`src/rtl/qdd_pkg.sv`:
```
// ----------------------------------------------------------------------------
// qdd_pkg
// Shared widths, reset values and register indexes of the quadrature detent
// decoder.
// ----------------------------------------------------------------------------
package qdd_pkg;

	localparam int TIME_BITS_DEF     = 48;
	localparam int POSITION_BITS_DEF = 32;
	localparam int OUT_BITS          = 32;

	localparam int LOCKOUT_BITS = 20;
	localparam int TIMEOUT_BITS = 24;

	localparam logic [LOCKOUT_BITS-1:0] LOCKOUT_RESET = LOCKOUT_BITS'(5000);
	localparam logic [TIMEOUT_BITS-1:0] TIMEOUT_RESET = TIMEOUT_BITS'(100000);

	localparam int CFG_INDEX_BITS = 2;
	localparam int CFG_DATA_BITS  = 24;

	localparam logic [CFG_INDEX_BITS-1:0] REG_LOCKOUT = CFG_INDEX_BITS'(0);
	localparam logic [CFG_INDEX_BITS-1:0] REG_TIMEOUT = CFG_INDEX_BITS'(1);

	typedef logic [1:0] phase_t;

endpackage

```
`src/rtl/qdd_in_if.sv`:
```
// ----------------------------------------------------------------------------
// qdd_in_if
// Sample channel: one item per tick with both pin levels and the accumulate
// flag.
// ----------------------------------------------------------------------------
interface qdd_in_if;
	logic valid;
	logic ready;
	logic data_level;
	logic clock_level;
	logic accumulate;

	modport source (output valid, output data_level, output clock_level,
		output accumulate, input ready);
	modport sink (input valid, input data_level, input clock_level,
		input accumulate, output ready);
endinterface

```
`src/rtl/qdd_out_if.sv`:
```
// ----------------------------------------------------------------------------
// qdd_out_if
// Result channel: one signed position item per tick.
// ----------------------------------------------------------------------------
interface qdd_out_if;
	import qdd_pkg::*;

	logic                       valid;
	logic                       ready;
	logic signed [OUT_BITS-1:0] position;

	modport source (output valid, output position, input ready);
	modport sink (input valid, input position, output ready);
endinterface

```
`src/rtl/qdd_cfg_if.sv`:
```
// ----------------------------------------------------------------------------
// qdd_cfg_if
// Configuration write channel: register index and write data.
// ----------------------------------------------------------------------------
interface qdd_cfg_if;
	import qdd_pkg::*;

	logic                      valid;
	logic                      ready;
	logic [CFG_INDEX_BITS-1:0] index;
	logic [CFG_DATA_BITS-1:0]  data;

	modport source (output valid, output index, output data, input ready);
	modport sink (input valid, input index, input data, output ready);
endinterface

```
`src/rtl/quadrature_detent_decoder.sv`:
```
// Path: an accepted item passes the input register, then the result register.
// Throughput: one item per cycle while result.ready does not stall it; the
// whole tick update is one pass of logic from the input register into the
// state and result registers.
// Reset: valid bits and all state clear at once; input payload is not reset.
// Held pin levels reset high, lockout and timeout to 5000 and 100000 ticks.
// ----------------------------------------------------------------------------
// quadrature_detent_decoder
// Debounces the data and clock pins of a rotary encoder, stamps their edges
// with a tick count and turns the edge order into detent steps.
// ----------------------------------------------------------------------------
module quadrature_detent_decoder #(
	parameter int TIME_BITS     = qdd_pkg::TIME_BITS_DEF,
	parameter int POSITION_BITS = qdd_pkg::POSITION_BITS_DEF
) (
	input  logic        clk,
	input  logic        arst_n,
	qdd_in_if.sink      sample,
	qdd_out_if.source   result,
	qdd_cfg_if.sink     cfg
);
	import qdd_pkg::*;

	// Input register.
	logic valid_s1;
	logic data_s1;
	logic clock_s1;
	logic acc_s1;

	// Result register valid; the payload is the position state itself.
	logic out_valid_q;

	// Configuration.
	logic [LOCKOUT_BITS-1:0] lockout_q;
	logic [TIMEOUT_BITS-1:0] timeout_q;

	// Decoder state.
	logic [TIME_BITS-1:0]     tick_q;
	logic [POSITION_BITS-1:0] pos_q;
	phase_t                   cw_q;
	phase_t                   ccw_q;
	logic [TIME_BITS-1:0]     phase_mark_q;
	logic [TIME_BITS-1:0]     dmark_q;
	logic [TIME_BITS-1:0]     cmark_q;
	logic [TIME_BITS-1:0]     dfall_q;
	logic [TIME_BITS-1:0]     drise_q;
	logic [TIME_BITS-1:0]     cfall_q;
	logic [TIME_BITS-1:0]     crise_q;
	logic                     d_held_q;
	logic                     c_held_q;

	// Next-state values.
	logic                     advance;
	logic [POSITION_BITS-1:0] pos_n;
	phase_t                   cw_n;
	phase_t                   ccw_n;
	logic [TIME_BITS-1:0]     phase_mark_n;
	logic [TIME_BITS-1:0]     dfall_n;
	logic [TIME_BITS-1:0]     drise_n;
	logic [TIME_BITS-1:0]     cfall_n;
	logic [TIME_BITS-1:0]     crise_n;
	logic                     d_take;
	logic                     c_take;
	logic                     d_n;
	logic                     c_n;
	logic                     timed_out;
	logic                     stepped;

	assign advance      = valid_s1 && (!out_valid_q || result.ready);
	assign sample.ready = !valid_s1 || advance;
	assign cfg.ready    = 1'b1;

	assign result.valid    = out_valid_q;
	assign result.position = OUT_BITS'(signed'(pos_q));

	assign timed_out = (tick_q - phase_mark_q) >= TIME_BITS'(timeout_q);
	assign d_take    = ((tick_q - dmark_q) >= TIME_BITS'(lockout_q)) && (data_s1 != d_held_q);
	assign c_take    = ((tick_q - cmark_q) >= TIME_BITS'(lockout_q)) && (clock_s1 != c_held_q);

	assign d_n     = d_take ? data_s1 : d_held_q;
	assign c_n     = c_take ? clock_s1 : c_held_q;
	assign dfall_n = (d_take && !data_s1) ? tick_q : dfall_q;
	assign drise_n = (d_take && data_s1) ? tick_q : drise_q;
	assign cfall_n = (c_take && !clock_s1) ? tick_q : cfall_q;
	assign crise_n = (c_take && clock_s1) ? tick_q : crise_q;

	always_comb begin
		phase_t                   cw0;
		phase_t                   ccw0;
		logic [POSITION_BITS-1:0] pos_base;
		cw0      = timed_out ? 2'd0 : cw_q;
		ccw0     = timed_out ? 2'd0 : ccw_q;
		pos_base = acc_s1 ? pos_q : '0;
		cw_n     = cw0;
		ccw_n    = ccw0;
		pos_n    = pos_base;
		stepped  = 1'b0;
		// The phase rules look at the held levels after this tick's samples.
		if (d_take || c_take) begin
			if (!d_n && c_n) begin
				if (dfall_n > crise_n) begin
					if (cw0 == 2'd0 && ccw0 == 2'd0) begin
						cw_n    = 2'd1;
						stepped = 1'b1;
					end
				end else if (crise_n > dfall_n) begin
					if (cw0 == 2'd0 && ccw0 == 2'd2) begin
						ccw_n   = 2'd3;
						stepped = 1'b1;
					end
				end
			end else if (d_n && !c_n) begin
				if (cfall_n > drise_n) begin
					if (cw0 == 2'd0 && ccw0 == 2'd0) begin
						ccw_n   = 2'd1;
						stepped = 1'b1;
					end
				end else if (drise_n > cfall_n) begin
					if (cw0 == 2'd2 && ccw0 == 2'd0) begin
						cw_n    = 2'd3;
						stepped = 1'b1;
					end
				end
			end else if (!d_n && !c_n) begin
				if (cfall_n > dfall_n) begin
					if (cw0 == 2'd1 && ccw0 == 2'd0) begin
						cw_n    = 2'd2;
						stepped = 1'b1;
					end
				end else if (dfall_n > cfall_n) begin
					if (cw0 == 2'd0 && ccw0 == 2'd1) begin
						ccw_n   = 2'd2;
						stepped = 1'b1;
					end
				end
			end else begin
				// Both pins back high: a detent completes.
				if (crise_n > drise_n) begin
					if (cw0 == 2'd3 && ccw0 == 2'd0) begin
						cw_n    = 2'd0;
						pos_n   = pos_base + POSITION_BITS'(1);
						stepped = 1'b1;
					end
				end else if (drise_n > crise_n) begin
					if (cw0 == 2'd0 && ccw0 == 2'd3) begin
						ccw_n   = 2'd0;
						pos_n   = pos_base - POSITION_BITS'(1);
						stepped = 1'b1;
					end
				end
			end
		end
		phase_mark_n = stepped ? tick_q : phase_mark_q;
	end

	always_ff @(posedge clk or negedge arst_n) begin
		if (!arst_n) begin
			valid_s1 <= 1'b0;
		end else if (sample.ready) begin
			valid_s1 <= sample.valid;
		end
	end

	always_ff @(posedge clk) begin
		if (sample.valid && sample.ready) begin
			data_s1  <= sample.data_level;
			clock_s1 <= sample.clock_level;
			acc_s1   <= sample.accumulate;
		end
	end

	always_ff @(posedge clk or negedge arst_n) begin
		if (!arst_n) begin
			out_valid_q <= 1'b0;
		end else if (advance) begin
			out_valid_q <= 1'b1;
		end else if (result.ready) begin
			out_valid_q <= 1'b0;
		end
	end

	always_ff @(posedge clk or negedge arst_n) begin
		if (!arst_n) begin
			lockout_q <= LOCKOUT_RESET;
			timeout_q <= TIMEOUT_RESET;
		end else if (cfg.valid && cfg.ready) begin
			case (cfg.index)
				REG_LOCKOUT: lockout_q <= cfg.data[LOCKOUT_BITS-1:0];
				REG_TIMEOUT: timeout_q <= cfg.data[TIMEOUT_BITS-1:0];
				default: ;
			endcase
		end
	end

	always_ff @(posedge clk or negedge arst_n) begin
		if (!arst_n) begin
			tick_q       <= '0;
			pos_q        <= '0;
			cw_q         <= 2'd0;
			ccw_q        <= 2'd0;
			phase_mark_q <= '0;
			dmark_q      <= '0;
			cmark_q      <= '0;
			dfall_q      <= '0;
			drise_q      <= '0;
			cfall_q      <= '0;
			crise_q      <= '0;
			d_held_q     <= 1'b1;
			c_held_q     <= 1'b1;
		end else if (advance) begin
			tick_q       <= tick_q + TIME_BITS'(1);
			pos_q        <= pos_n;
			cw_q         <= cw_n;
			ccw_q        <= ccw_n;
			phase_mark_q <= phase_mark_n;
			if (d_take) begin
				dmark_q <= tick_q;
			end
			if (c_take) begin
				cmark_q <= tick_q;
			end
			dfall_q      <= dfall_n;
			drise_q      <= drise_n;
			cfall_q      <= cfall_n;
			crise_q      <= crise_n;
			d_held_q     <= d_n;
			c_held_q     <= c_n;
		end
	end

	// A rotation is tracked in one direction at a time.
	a_one_direction: assert property (@(posedge clk) disable iff (!arst_n)
		!(cw_q != 2'd0 && ccw_q != 2'd0))
		else $error("both phase counters are nonzero");

	a_tick_steps: assert property (@(posedge clk) disable iff (!arst_n)
		advance |=> tick_q == $past(tick_q) + TIME_BITS'(1))
		else $error("tick counter did not advance with the item");

	a_single_step: assert property (@(posedge clk) disable iff (!arst_n)
		(advance && !acc_s1) |=> (pos_q == '0 || pos_q == POSITION_BITS'(1) || pos_q == '1))
		else $error("non-accumulating item moved more than one detent");

	a_data_lockout: assert property (@(posedge clk) disable iff (!arst_n)
		advance |=> (d_held_q == $past(d_held_q)) || (dmark_q == $past(tick_q)))
		else $error("data level changed without a new change mark");

	a_clock_lockout: assert property (@(posedge clk) disable iff (!arst_n)
		advance |=> (c_held_q == $past(c_held_q)) || (cmark_q == $past(tick_q)))
		else $error("clock level changed without a new change mark");

endmodule
```
`src/flat_wrapper.sv`:
```
// flat-port wrapper written by rule: the top's interface ports become plain ports
module quadrature_detent_decoder_flat import qdd_pkg::*;
#(
	parameter int TIME_BITS     = qdd_pkg::TIME_BITS_DEF,
	parameter int POSITION_BITS = qdd_pkg::POSITION_BITS_DEF
)
  (clk, arst_n, sample_valid, sample_data_level, sample_clock_level, sample_accumulate, sample_ready, result_valid, result_position, result_ready, cfg_valid, cfg_index, cfg_data, cfg_ready);
  qdd_in_if sample_i ();
  qdd_out_if result_i ();
  qdd_cfg_if cfg_i ();
  input  logic clk;
  input  logic arst_n;
  input wire logic [$bits(sample_i.valid)-1:0] sample_valid;
  input wire logic [$bits(sample_i.data_level)-1:0] sample_data_level;
  input wire logic [$bits(sample_i.clock_level)-1:0] sample_clock_level;
  input wire logic [$bits(sample_i.accumulate)-1:0] sample_accumulate;
  output wire logic [$bits(sample_i.ready)-1:0] sample_ready;
  output wire logic [$bits(result_i.valid)-1:0] result_valid;
  output wire logic [$bits(result_i.position)-1:0] result_position;
  input wire logic [$bits(result_i.ready)-1:0] result_ready;
  input wire logic [$bits(cfg_i.valid)-1:0] cfg_valid;
  input wire logic [$bits(cfg_i.index)-1:0] cfg_index;
  input wire logic [$bits(cfg_i.data)-1:0] cfg_data;
  output wire logic [$bits(cfg_i.ready)-1:0] cfg_ready;
  assign sample_i.valid = sample_valid;
  assign sample_i.data_level = sample_data_level;
  assign sample_i.clock_level = sample_clock_level;
  assign sample_i.accumulate = sample_accumulate;
  assign sample_ready = sample_i.ready;
  assign result_valid = result_i.valid;
  assign result_position = result_i.position;
  assign result_i.ready = result_ready;
  assign cfg_i.valid = cfg_valid;
  assign cfg_i.index = cfg_index;
  assign cfg_i.data = cfg_data;
  assign cfg_ready = cfg_i.ready;
  quadrature_detent_decoder #(.TIME_BITS(TIME_BITS), .POSITION_BITS(POSITION_BITS)) u_core (.clk(clk), .arst_n(arst_n), .sample(sample_i), .result(result_i), .cfg(cfg_i));
endmodule
```
`config.mk`:
```
export PLATFORM = sky130hd
export DESIGN_NAME = quadrature_detent_decoder_flat
export DESIGN_NICKNAME = d
export VERILOG_FILES = /design/src/rtl/qdd_pkg.sv /design/src/rtl/qdd_in_if.sv /design/src/rtl/qdd_out_if.sv /design/src/rtl/qdd_cfg_if.sv /design/src/rtl/quadrature_detent_decoder.sv /design/src/flat_wrapper.sv
export SDC_FILE = /design/constraint.sdc
export NUM_CORES = 2
export LEC_CHECK = 0
export ABC_AREA = 1
export BUFFER_PORTS_ARGS = -buffer_cell sky130_fd_sc_hd__buf_2
export CORE_MARGIN = 10
export CORE_UTILIZATION = 45
export CTS_BUF_LIST = sky130_fd_sc_hd__clkbuf_2 sky130_fd_sc_hd__clkbuf_4 sky130_fd_sc_hd__clkbuf_8
export DETAILED_ROUTE_END_ITERATION = 16
export GPL_TIMING_DRIVEN = 0
export SETUP_SLACK_MARGIN = 0.05
export SLEW_MARGIN = 5
export SYNTH_ARGS = -nofsm -noshare
export SYNTH_HDL_FRONTEND = slang
export SYNTH_SLANG_ARGS = --single-unit
export TNS_END_PERCENT = 100
```
`constraint.sdc`:
```
create_clock -name clk -period 6.4 [get_ports clk]
set_input_delay 0.64 -clock clk [delete_from_list [all_inputs] [get_ports clk]]
set_output_delay 0.64 -clock clk [all_outputs]
set_load 0.03 [all_outputs]
```
==> results.py <==
metrics = {
    "outcome": {
        "status": "complete, but fails checks",
        "violations": "negative setup slack",
    },
    "die": {
        "core_mm2": 0.0915,
        "die_area_mm2": 0.105,
        "die_w_um": 324,
        "start_util": 0.453,
        "ios": 69,
        "rows": 111,
        "fp.dieH_um": 324,
    },
    "synthesis": {
        "syn_area_mm2": 0.0415,
        "ys_types": 63,
        "yosysWarnings": 0,
        "synthCells": 6509,
        "synth.net_count": 6946,
        "synth_edf_count": 3,
        "async_flop_share": 0.994,
        "yosysTopAreaCell": "dfrtp_1",
        "ys_seq_area_frac": 0.285,
        "yosys.area_share.adder": 0.122,
        "yosys.area_share.xor_xnor": 0.0266,
        "synth_top_family_by_area": "simple AND/OR/NAND/NOR gates",
        "synth_top_area_frac": 0.274,
        "synth_area_leaders": "dfrtp_1 27%, nand2_1 20%, ha_1 12%, inv_1 10%, o21ai_0 5.2%",
        "synth_seq_cells": 471,
        "yosys.area_share.simple": 0.334,
        "muxShareOfSynthArea": 0,
        "avgSynthCellArea_um2": 6.37,
        "yosys_most_used_dff": "dfrtp_1",
        "synth_compound_area_frac": 0.111,
    },
    "clock_tree": {
        "cts_tree": "done",
        "clock-sinks": 471,
        "clockBufferDepth": 3,
        "cts_made_buffers": 89,
        "cts_max_level": 3,
        "path_clk_slew_ps": 60,
        "cts_root_buffer": "clkbuf_8",
        "insertion_delay_ps": 770,
    },
    "pwr": {
        "netSwitchingPower_uw": 13700,
        "pwr-share-seq": 0.164,
        "vdd_drop_max_uv": 281,
        "power_density_mw_per_mm2": 515,
        "pwr-share-comb": 0.705,
        "clockPowerShare": 0.131,
        "sw_frac_of_total": 0.517,
        "p_leak_uw": 0.0276,
        "p_int_uw": 12700,
    },
    "worst_setup_path": {
        "cp.arrival_ps": 7790,
        "cpLargestDelayFamily": "simple AND/OR/NAND/NOR gates",
        "rr_worst_depth": 43,
        "slowest_delay_ps": 550,
        "start_kind": "register",
        "setup.worst_path.end_class": "register",
        "path_max_fanout": 8,
        "crit_type": "register to register",
        "cpMaxStageDelayCell": "dfrtp_4",
        "crit_required_ps": 7010,
        "crit_path_frequent_cell": "nand2_1",
        "crit_cells": 43,
        "path_buf_inv": 7,
    },
    "sta": {
        "fin_crit_sh": 1.12,
        "skew_ps": 64.8,
        "maxSlewViolCount": 0,
        "rsz0062_at_grt": "yes",
        "worst_slack_ps": -785,
        "setup_viol": 85,
        "max_freq_ghz": 0.139,
        "hold_ws_ps": 57.1,
        "finalCriticalPeriod_ps": 7180,
        "slew_headroom": 0.150,
        "worst_pin_slew_ps": 1280,
        "tns_ps": -52160,
        "hold_violations": 0,
    },
    "detailed_routing": {
        "wl_um": 164000,
        "route.detailed.drc": 0,
        "detail-route-antenna-nets": 0,
        "vias": 44130,
        "wire_per_inst_um": 20.0,
        "firstDrtPassIters": 6,
        "drt_iter0_drc": 4077,
        "vias_per_cell": 5.38,
    },
    "grt": {
        "grt_use_total": 0.303,
        "grt_pass1_vias": 41154,
        "grt_pass1_wl_um": 244000,
        "grt_max_degree": 101,
        "overflow": 0,
        "antenna_found_initial": 4,
    },
    "layout": {
        "layout_commonest_cell": "nand2_1",
        "fin_area_mm2": 0.0512,
        "nets": 7378,
        "utilization": 0.560,
        "mostFrequentLayoutCells": "2147 x nand2_1, 1080 x inv_1, 435 x dfrtp_1",
        "drive_gt1_frac": 0.166,
        "areaGrowthSynthToFinish_pct": 23.5,
    },
    "worst_hold_path": {
        "holdPathStages": 1,
        "holdCritPathClass": "input port to register",
    },
    "placed_design": {
        "portBuffers": 67,
        "gp_congestion": 0.975,
        "hpwl_um": 124000,
        "dp_slack_ps": -4060,
        "placed_area_mm2": 0.0435,
    },
    "run": {
        "drv_cap": 0,
    },
}
## layer usage
metal | part of all wire | track usage | vias up
met5 | 0 | 0 | -
met2 | 0.43 | 0.471 | 1613
met3 | 0.070 | 0.0412 | 441
met1 | 0.43 | 0.400 | 20650
li1 | - | - | 21426
met4 | 0.066 | 0.175 | 0
## path summary, 6_finish.rpt
kind	from	to	slack, ps
worst max-delay path	u_core.tick_q[6]	u_core.phase_mark_q[41]	-780
worst min-delay path	sample_accumulate	u_core.acc_s1	60
worst max register to register	u_core.tick_q[6]	u_core.phase_mark_q[41]	-780
worst min register to register	u_core.phase_mark_q[11]	u_core.phase_mark_q[11]	470
max in group asynchronous	arst_n	u_core.cfall_q[38]	4360
min in group asynchronous	arst_n	u_core.lockout_q[0]	370
## kinds of logic (layout without fill, tap and decap cells)
logic type,Yosys count,count (layout)
compound gates,873,873
flops,471,471
simple gates,3331,3331
fa+ha+maj,403,403
xor+xnor,126,126
other cells,1,3
buf+inv,1304,1810
## worst register-to-register path: cells and delay by family, from the launching register on
kind | cells | cell delay [ps]
flip-flops | 1 | 550
AO/OA/AOI/OAI | 4 | 580
XOR/XNOR | 1 | 160
AND/OR/NAND/NOR | 28 | 3920
buffers and inverters | 7 | 1120
adder cells (fa/ha/maj) | 3 | 710
## synth_stat cells, types with 9 or more instances
cell type / count
nand2_1: 2242
inv_1: 1112
dfrtp_1: 455
nor2_1: 439
o21ai_0: 430
ha_1: 400
nand3_1: 334
a21oi_1: 285
xor2_1: 118
nand4_1: 110
clkbuf_1: 95
o21ai_1: 67
nor3_1: 52
nand2_2: 35
buf_2: 33
nor2_2: 31
inv_2: 25
o21bai_1: 21
nand3b_1: 20
nor4_1: 16
buf_1: 13
dfstp_2: 13
a211oi_1: 12
buf_4: 11
o211ai_1: 11
o21a_1: 10
clkinv_1: 9
nand3_2: 9
## power by group through the flow
| stage | Sequential (µW) | Combinational, µW | Clock (µW) |
|---|---|---|---|
| final | 4320 | 18600 | 3450 |
| after global routing | 4400 | 20600 | 3630 |
| after CTS | 4280 | 16700 | 3510 |
| after detailed placement | 4350 | 14500 | 0 |
| after global placement | 4340 | 14300 | 0 |
| after floorplan | 4200 | 10500 | 0 |
## per-stage QoR
stage,power [µW],std cells
after detailed placement,18900,7767
final,26400,8203
after global placement,18600,7762
after global routing,28700,8202
after floorplan,14700,6509
after CTS,24500,8116
## registers in the layout, indices dropped and copies added, names as in the netlist, 24 cells and up
| signal | cells |
|---|---|
| u_core.dmark_q | 48 |
| u_core.cmark_q | 48 |
| u_core.dfall_q | 48 |
| u_core.cfall_q | 48 |
| u_core.drise_q | 48 |
| u_core.result.position | 32 |
| u_core.tick_q | 48 |
| u_core.phase_mark_q | 48 |
| u_core.timeout_q | 24 |
| u_core.crise_q | 48 |
## area by class of cell
class	count	area [µm²]
fillers	8916	40300
well taps	1186	1480
clock inverters	26	329
diodes	2	5.00
clock buffers	139	1740
repair buffers	343	2980
flip-flops and latches	471	11900
multi-input cells	4734	27300
inverters	1146	4340
plain buffers	156	1150
## timing repair
action,4_1_cts,5_1_grt
setup buffers,178,90
gates cloned,5,8
resized for setup,470,379
pin swaps,91,173
hold buffers,1,0
setup endpoints to repair,240,86
endpoints found under the hold margin,28,0
No activity file was read; power rests on OpenSTA's default activity.
